## src/rtl/clt_pkg.sv

```systemverilog
`default_nettype none
package clt_pkg;
    localparam int CAPACITY_DEF = 16;

    typedef enum logic [2:0] {
        OP_INSERT = 3'd0,
        OP_MOVE_AFTER = 3'd1,
        OP_MOVE_BEFORE = 3'd2,
        OP_DELETE = 3'd3,
        OP_SET_HEAD = 3'd4,
        OP_SEARCH = 3'd5
    } op_t;

    localparam logic [1:0] ST_OK = 2'd0;
    localparam logic [1:0] ST_NOT_FOUND = 2'd1;
    localparam logic [1:0] ST_EMPTY = 2'd2;
    localparam logic [1:0] ST_FULL = 2'd3;
endpackage
`default_nettype wire

```

## src/rtl/circular_linked_list_table_top.sv

```systemverilog
// channel | valid       | ready        | payload
// in      | in_valid    | in_ready     | operation, code
// out     | out_valid   | out_ready    | status, direction, steps, entry_total
// Sequence: S_IDLE takes the beat; a search, move, delete or set-head on a non-empty
// list then has the shared compare unit visit one entry a cycle from the head (up to
// CAPACITY entries), then up to three link-table write states (S_W1, S_W2, S_W3), one
// per cycle, then S_OUT holds the result until out_ready. An insert skips the walk.
// Reset clears control, used_reg and head/count; link memories stay as they are.
// One command at a time; in_ready is low while a command or its result is held.
`default_nettype none
module circular_linked_list_table_top #(
    parameter int CAPACITY = clt_pkg::CAPACITY_DEF
) (
    input  wire logic        clk,
    input  wire logic        rst_n,
    input  wire logic        in_valid,
    output logic             in_ready,
    input  wire logic [2:0]  operation,
    input  wire logic signed [31:0] code,
    output logic             out_valid,
    input  wire logic        out_ready,
    output logic [1:0]       status,
    output logic             direction,
    output logic [3:0]       steps,
    output logic [4:0]       entry_total
);
    localparam int AW = (CAPACITY > 1) ? $clog2(CAPACITY) : 1;
    localparam int CW = $clog2(CAPACITY + 1);

    typedef logic [AW-1:0] slot_t;
    typedef enum logic [2:0] {
        S_IDLE, S_WALK, S_W1, S_W2, S_W3, S_OUT
    } state_t;

    // link table: memories, one write port each
    logic [31:0] code_mem [CAPACITY];
    slot_t       next_mem [CAPACITY];
    slot_t       prev_mem [CAPACITY];
    logic [CAPACITY-1:0] used_reg;

    state_t      state_reg;
    slot_t       head_reg;
    logic [CW-1:0] count_reg;
    logic [2:0]  op_reg;
    logic [31:0] code_reg;
    slot_t       cur_reg, w_reg, wp_reg, wn_reg;
    logic [CW-1:0] pos_reg;
    logic [1:0]  status_reg;
    logic        dir_reg;
    logic [3:0]  steps_reg;
    slot_t       free_slot;
    logic        full;

    assign in_ready    = (state_reg == S_IDLE);
    assign out_valid   = (state_reg == S_OUT);
    assign status      = status_reg;
    assign direction   = dir_reg;
    assign steps       = steps_reg;
    assign entry_total = 5'(count_reg);

    // lowest free slot
    always_comb
    begin
        free_slot = '0;
        full = &used_reg;
        for (int i = CAPACITY - 1; i >= 0; i--)
        begin
            if (!used_reg[i])
                free_slot = slot_t'(i);
        end
    end

    // shared compare unit: current slot against the code
    logic hit;
    logic [CW-1:0] back;
    assign hit  = (code_mem[cur_reg] == code_reg);
    assign back = (pos_reg == '0) ? '0 : count_reg - pos_reg;

    // single writer per memory in the write cycles
    slot_t head_next_of, head_prev_of;
    assign head_next_of = next_mem[head_reg];
    assign head_prev_of = prev_mem[head_reg];

    always_ff @(posedge clk)
    begin
        if (state_reg == S_IDLE && in_valid && operation == clt_pkg::OP_INSERT && !full)
            code_mem[free_slot] <= code;
        if (state_reg == S_W1)
        begin
            // detach or link step 1
            if (op_reg == clt_pkg::OP_INSERT)
            begin
                next_mem[w_reg] <= (count_reg == '0) ? w_reg : head_reg;
                prev_mem[w_reg] <= (count_reg == '0) ? w_reg : head_prev_of;
            end
            else
            begin
                next_mem[wp_reg] <= wn_reg;
                prev_mem[wn_reg] <= wp_reg;
            end
        end
        if (state_reg == S_W2)
        begin
            if (op_reg == clt_pkg::OP_MOVE_AFTER)
            begin
                prev_mem[w_reg] <= head_reg;
                next_mem[w_reg] <= head_next_of;
            end
            else if (op_reg == clt_pkg::OP_MOVE_BEFORE)
            begin
                prev_mem[w_reg] <= head_prev_of;
                next_mem[w_reg] <= head_reg;
            end
            else if (op_reg == clt_pkg::OP_INSERT)
                next_mem[wp_reg] <= w_reg;
        end
        if (state_reg == S_W3)
        begin
            // w already holds its own links; close the neighbours
            next_mem[prev_mem[w_reg]] <= w_reg;
            prev_mem[next_mem[w_reg]] <= w_reg;
        end
    end

    // sequencer
    always_ff @(posedge clk or negedge rst_n)
    begin
        if (!rst_n)
        begin
            state_reg <= S_IDLE;
            head_reg <= '0;
            count_reg <= '0;
            used_reg <= '0;
            status_reg <= clt_pkg::ST_OK;
            dir_reg <= 1'b0;
            steps_reg <= '0;
            op_reg <= '0;
            code_reg <= '0;
            cur_reg <= '0;
            w_reg <= '0;
            wp_reg <= '0;
            wn_reg <= '0;
            pos_reg <= '0;
        end
        else
        begin
            unique case (state_reg)
                S_IDLE:
                begin
                    if (in_valid)
                    begin
                        op_reg <= operation;
                        code_reg <= code;
                        cur_reg <= head_reg;
                        pos_reg <= '0;
                        status_reg <= clt_pkg::ST_OK;
                        dir_reg <= 1'b0;
                        steps_reg <= '0;
                        if (operation == clt_pkg::OP_INSERT)
                        begin
                            if (full)
                            begin
                                status_reg <= clt_pkg::ST_FULL;
                                state_reg <= S_OUT;
                            end
                            else
                            begin
                                w_reg <= free_slot;
                                wp_reg <= prev_mem[head_reg];
                                used_reg[free_slot] <= 1'b1;
                                state_reg <= S_W1;
                            end
                        end
                        else if (operation > clt_pkg::OP_SEARCH)
                            state_reg <= S_OUT;
                        else if (count_reg == '0)
                        begin
                            status_reg <= (operation == clt_pkg::OP_SEARCH) ?
                                clt_pkg::ST_EMPTY : clt_pkg::ST_NOT_FOUND;
                            state_reg <= S_OUT;
                        end
                        else
                            state_reg <= S_WALK;
                    end
                end
                S_WALK:
                begin
                    if (hit)
                    begin
                        w_reg <= cur_reg;
                        wp_reg <= prev_mem[cur_reg];
                        wn_reg <= next_mem[cur_reg];
                        state_reg <= S_OUT;
                        case (op_reg)
                            clt_pkg::OP_MOVE_AFTER:
                                if (cur_reg != head_reg && head_next_of != cur_reg)
                                    state_reg <= S_W1;
                            clt_pkg::OP_MOVE_BEFORE:
                                if (cur_reg != head_reg && head_prev_of != cur_reg)
                                    state_reg <= S_W1;
                            clt_pkg::OP_DELETE:
                            begin
                                used_reg[cur_reg] <= 1'b0;
                                count_reg <= count_reg - 1'b1;
                                if (count_reg == CW'(1))
                                    head_reg <= '0;
                                else
                                begin
                                    if (cur_reg == head_reg)
                                        head_reg <= next_mem[cur_reg];
                                    state_reg <= S_W1;
                                end
                            end
                            clt_pkg::OP_SET_HEAD:
                                head_reg <= cur_reg;
                            default:
                            begin
                                if (pos_reg <= back)
                                    steps_reg <= 4'(pos_reg);
                                else
                                begin
                                    dir_reg <= 1'b1;
                                    steps_reg <= 4'(back);
                                end
                            end
                        endcase
                    end
                    else if (pos_reg + 1'b1 >= count_reg)
                    begin
                        status_reg <= clt_pkg::ST_NOT_FOUND;
                        state_reg <= S_OUT;
                    end
                    else
                    begin
                        cur_reg <= next_mem[cur_reg];
                        pos_reg <= pos_reg + 1'b1;
                    end
                end
                S_W1:
                begin
                    if (op_reg == clt_pkg::OP_DELETE)
                        state_reg <= S_OUT;
                    else if (op_reg == clt_pkg::OP_INSERT && count_reg == '0)
                    begin
                        head_reg <= w_reg;
                        count_reg <= count_reg + 1'b1;
                        state_reg <= S_OUT;
                    end
                    else
                        state_reg <= S_W2;
                end
                S_W2:
                begin
                    if (op_reg == clt_pkg::OP_INSERT)
                    begin
                        count_reg <= count_reg + 1'b1;
                        state_reg <= S_W3;
                    end
                    else
                        state_reg <= S_W3;
                end
                S_W3:
                    state_reg <= S_OUT;
                S_OUT:
                    if (out_ready)
                        state_reg <= S_IDLE;
                default:
                    state_reg <= S_IDLE;
            endcase
        end
    end

    // assertions
    a_count_cap: assert property (@(posedge clk) disable iff (!rst_n)
        count_reg <= CW'(CAPACITY)) else $error("entry count above capacity");
    a_used_count: assert property (@(posedge clk) disable iff (!rst_n)
        state_reg == S_IDLE |-> $countones(used_reg) == int'(count_reg))
        else $error("used bits disagree with count");
    a_full_flag: assert property (@(posedge clk) disable iff (!rst_n)
        (out_valid && status == clt_pkg::ST_FULL) |-> count_reg == CW'(CAPACITY))
        else $error("full reported with free slot");
    a_dir_zero: assert property (@(posedge clk) disable iff (!rst_n)
        (out_valid && status != clt_pkg::ST_OK) |-> (direction == 1'b0 && steps == '0))
        else $error("search fields set on failure");
endmodule
`default_nettype wire
```

## config.mk

```make
export PLATFORM = sky130hd
export DESIGN_NAME = circular_linked_list_table_top
export DESIGN_NICKNAME = d
export VERILOG_FILES = /design/src/rtl/clt_pkg.sv /design/src/rtl/circular_linked_list_table_top.sv
export SDC_FILE = /design/constraint.sdc
export NUM_CORES = 1
export LEC_CHECK = 0
export BUFFER_PORTS_ARGS = -buffer_cell sky130_fd_sc_hd__buf_4
export CELL_PAD_IN_SITES_DETAIL_PLACEMENT = 0
export CELL_PAD_IN_SITES_GLOBAL_PLACEMENT = 1
export CORE_MARGIN = 4
export CORE_UTILIZATION = 49
export CTS_CLUSTER_DIAMETER = 50
export DETAILED_ROUTE_END_ITERATION = 10
export PLACE_DENSITY = 0.83
export SLEW_MARGIN = 15
export SYNTH_ARGS = -nofsm -noshare
export SYNTH_HDL_FRONTEND = slang
export SYNTH_SLANG_ARGS = --single-unit
```

## constraint.sdc

```tcl
create_clock -name clk -period 3.5 [get_ports clk]
set_input_delay 0.35 -clock clk [delete_from_list [all_inputs] [get_ports clk]]
set_output_delay 0.35 -clock clk [all_outputs]
set_load 0.05 [all_outputs]
```

==> run summary <==
Routing
- antenna-violating nets left: 0
- number of detailed-routing iterations run before antenna repair: 5
- via density per instance: 6.22
- routed vias: 19,500
- routed len/inst: 26.7 um
- total routed wirelength: 83,700 um
- Iter 0 DRT Violations: 2,089
- number of design rule violations left after detail routing: 0

Synth
- number of enable flip-flop cells after synthesis: 640
- share of the synthesized area in compound gates (AO/OA/AOI/OAI): 5.26%
- number of distinct library cells after synthesis: 67
- top_reg_cell synth: edfxtp_1
- Yosys warnings: 0
- proportion of synthesized chip area in sequential cells: 65.7%
- XOR/XNOR share of the synthesized area: 1.79%
- cell count after synthesis: 1,930
- adder-cell share of the synthesized area: 0.750%
- ys async rst share: 12.4%
- count of state elements after synthesis: 731
- Syn Nets: 1,988
- main combinational cell family by area after synthesis: multiplexers
- multiplexer share of the synthesized area: 19.8%
- synthesized area: 32,700 sq um
- average size of a mapped cell: 17.0 sq um
- synthesized-area fraction occupied by and/or/nand/nor cells: 4.97%

Finish
- most common cell after layout, fill and taps aside: edfxtp_1
- area growth from synthesis to final layout: 20.0%
- most used cells in the layout excluding fill and tap cells: 640 x edfxtp_1, 245 x buf_4, 202 x mux4_2
- register with the most flip-flops: code_mem
- top flop regs: code_mem (512), next_mem (64), prev_mem (64)
- number of nets in the final layout: 2,264
- fraction of layout cells with a size suffix above 1: 32.5%
- flip-flop count of the largest register, all copies and words added: 512

Global route
- remaining global-route overflow: 0
- maximum number of pins on one net before global-route repair: 66
- via count of the first global-routing pass: 20,000
- Overall Global Routing Usage: 23.6%
- wire length of the first global-routing pass: 126,000 um
- number of antenna violations at the first check in global routing: 4

STA
- number of failing setup endpoints in the final timing report: 21
- setup slack of the critical path after layout: -0.0816 ns
- final worst-path cycle share: 102%
- RSZ-0062 raised after global routing: yes
- Max Clk Rate: 0.279 GHz
- Total Neg Setup Slack: -0.591 ns
- final worst clock skew: 0.0505 ns
- worst slew slack as a fraction of its limit: 30.9%
- fin crit period: 3.58 ns
- Hold Vio Cnt, Final: 0
- Tightest Pin Transition: 1.04 ns
- number of pins exceeding their max-slew limit in the final report: 0

Setup path
- crit path DAT: 4.09 ns
- list of cells traversed by the critical path: buf_12 -> and2_1 -> buf_12 -> buf_4 -> a22o_1 -> a221oi_1 -> xnor2_1 -> nand4b_1 -> a21oi_2 -> buf_4 -> nand4_4 -> o21ai_4 -> mux2_4
- Worst Path Required: 4.01 ns
- kind of capture point of the worst setup path: flop
- end point of the critical path: head_reg[3]
- worst-path cell with the longest stage delay: dfrtp_4
- r2r setup slk: -0.08 ns
- maximum fanout encountered on the critical timing path: 10
- R2R Path End: head_reg[3]
- crit start category: flop
- beginning of the critical path: cur_reg[3]
- number of buffer and inverter instances along the worst setup path: 4
- delay-heaviest family, CP: compound AO/OA/AOI/OAI gates
- number of cells on the worst reg-to-reg path: 13
- cell depth of the worst setup path: 13
- startpoint of the worst-slack reg-to-reg timing path: cur_reg[3]
- critical path's largest stage delay: 0.57 ns
- worst setup path class: flop to flop

Power
- leakage power summed over all cells: 13.3 nW
- IR Drop Worst-Case VDD: 0.421 mV
- power density over cell area: 688 nW/um^2
- overall power of the completed layout: 27.0 mW

Floorplan
- standard-cell rows: 94
- area of the die: 71,000 sq um
- starting density of the core: 49.6%
- floorplan die height: 266 um
- I/O Pins: 53
- area of the core: 66,000 sq um
- Die X-Extent: 266 um

Outcome
- status: finished with violations
- violated checks: setup timing

Place
- number of I/O port buffers: 52
- placer's final routability congestion estimate: 0.892
- sum of net half-perimeters after detailed placement: 51,500 um

Worst hold path
- path type of the worst min-delay path: input pin to flop

Clock network
- number of H-tree levels: 3
- CTS tree: done
- Inserted Clock Buffers: 83
- clock-pin slew reported for the worst setup and hold paths after clock tree synthesis: 0.06 ns
- Num Clock Sinks: 731
- root buffer cell: clkbuf_16
- clock latency of the later-clocked register in the worst-skew pair: 0.64 ns
- maximum count of clock buffers along a single path: 3

Job
- maxcap violations: 0

## cells in the mapped netlist (5+ instances only)
cell type | count | area, sq um
inv_1 | 16 | 60.1
o21ai_0 | 78 | 390
and2_1 | 9 | 56.3
a211o_1 | 5 | 43.8
or3_1 | 5 | 31.3
xnor2_1 | 49 | 429
nand3_1 | 30 | 150
nor4_1 | 6 | 37.5
nor2_1 | 83 | 312
or2_2 | 5 | 31.3
nand4_1 | 15 | 93.8
dfrtp_1 | 91 | 2280
clkbuf_1 | 53 | 199
a211oi_1 | 8 | 60.1
a221oi_1 | 8 | 70.1
buf_2 | 26 | 130
nor2b_1 | 21 | 131
mux2_2 | 47 | 529
nor3_1 | 13 | 65.1
o211ai_1 | 5 | 37.5
buf_4 | 11 | 82.6
mux2_1 | 14 | 158
edfxtp_1 | 640 | 19200
a22o_1 | 18 | 158
mux2i_1 | 123 | 1230
a31oi_1 | 5 | 31.3
xor2_1 | 18 | 158
a21o_1 | 5 | 37.5
o22ai_1 | 14 | 87.6
mux4_2 | 202 | 4550
o21a_1 | 10 | 75.1
nand2_1 | 114 | 428
a22oi_1 | 38 | 285
a21oi_1 | 40 | 200
and3_1 | 8 | 50.1
buf_1 | 19 | 71.3
nand2b_1 | 16 | 100
ha_1 | 18 | 225
## per-stage QoR
stage / util [%] / instance area, sq um / worst slack [ns] / std cells / hold slack, ns
after CTS: 59.2 / 39000 / -0.0623 / 3132 / 0.00155
final: 59.5 / 39300 / -0.0816 / 3141 / 0.0260
after detailed placement: 54.1 / 35700 / -0.247 / 2944 / 0.472
after global placement: 54.1 / 35700 / -0.192 / 2944 / 0.463
after global routing: 59.5 / 39300 / -0.204 / 3139 / 0.0121
after floorplan: - / 32800 / -0.175 / 1930 / 0.0544
## where the power goes
part	internal, mW	switching, mW
combinational	3.47	4.03
clock	5.35	3.62
sequential	10.1	0.446
total	18.9	8.09
## worst min-delay path by stage
| stage | start | to | slack, ns | cells after the start |
|---|---|---|---|---|
| after CTS | code[14] | code_mem[13][14] | 0.002 | 1 |
| after floorplan | rst_n | code_reg[0] | 0.05 | 0 |
| after detailed placement | status[1] | status[1] | 0.47 | 1 |
| after global placement | status[1] | status[1] | 0.46 | 1 |
| after global routing | code[16] | code_mem[11][16] | 0.01 | 1 |
| final | code[25] | code_mem[11][25] | 0.03 | 1 |
## metal layers
layer,vias to the layer above,track usage (%),wire length [um]
met3,155,5.46,7950
met5,-,0,22
met2,1000,37.7,40300
li1,8320,-,-
met4,4,6.85,2270
met1,10100,33.2,33200
## layout make-up
cell class | count | area (sq um)
Antenna cell | 2 | 5.00
Clock inverter | 47 | 638
Multi-Input combinational cell | 1072 | 11000
Tap cell | 864 | 1080
Sequential cell | 731 | 21500
Fill cell | 4654 | 26700
Inverter | 16 | 60.1
Timing Repair Buffer | 302 | 2720
Clock buffer | 107 | 2240
## kinds of logic (layout without fill, tap and decap cells)
| family | Yosys count | count (layout) |
|---|---|---|
| flip-flops | 731 | 731 |
| multiplexers | 386 | 386 |
| AND/OR/NAND/NOR | 340 | 341 |
| AO/OA/AOI/OAI | 259 | 259 |
| buffers and inverters | 128 | 472 |
| XOR/XNOR | 67 | 67 |
| adder cells (fa/ha/maj) | 19 | 19 |
| other | 0 | 2 |
## repair_timing
action / CTS / global route
hold endpoints to repair: 228 / 0
resized for setup: 26 / 34
endpoints found under the setup margin: 55 / 66
setup buffers: 13 / 6
gates cloned: 2 / 1
pin swaps: 9 / 9
hold buffers: 19 / 0
Note: power is estimated with default switching activity, not from simulation.
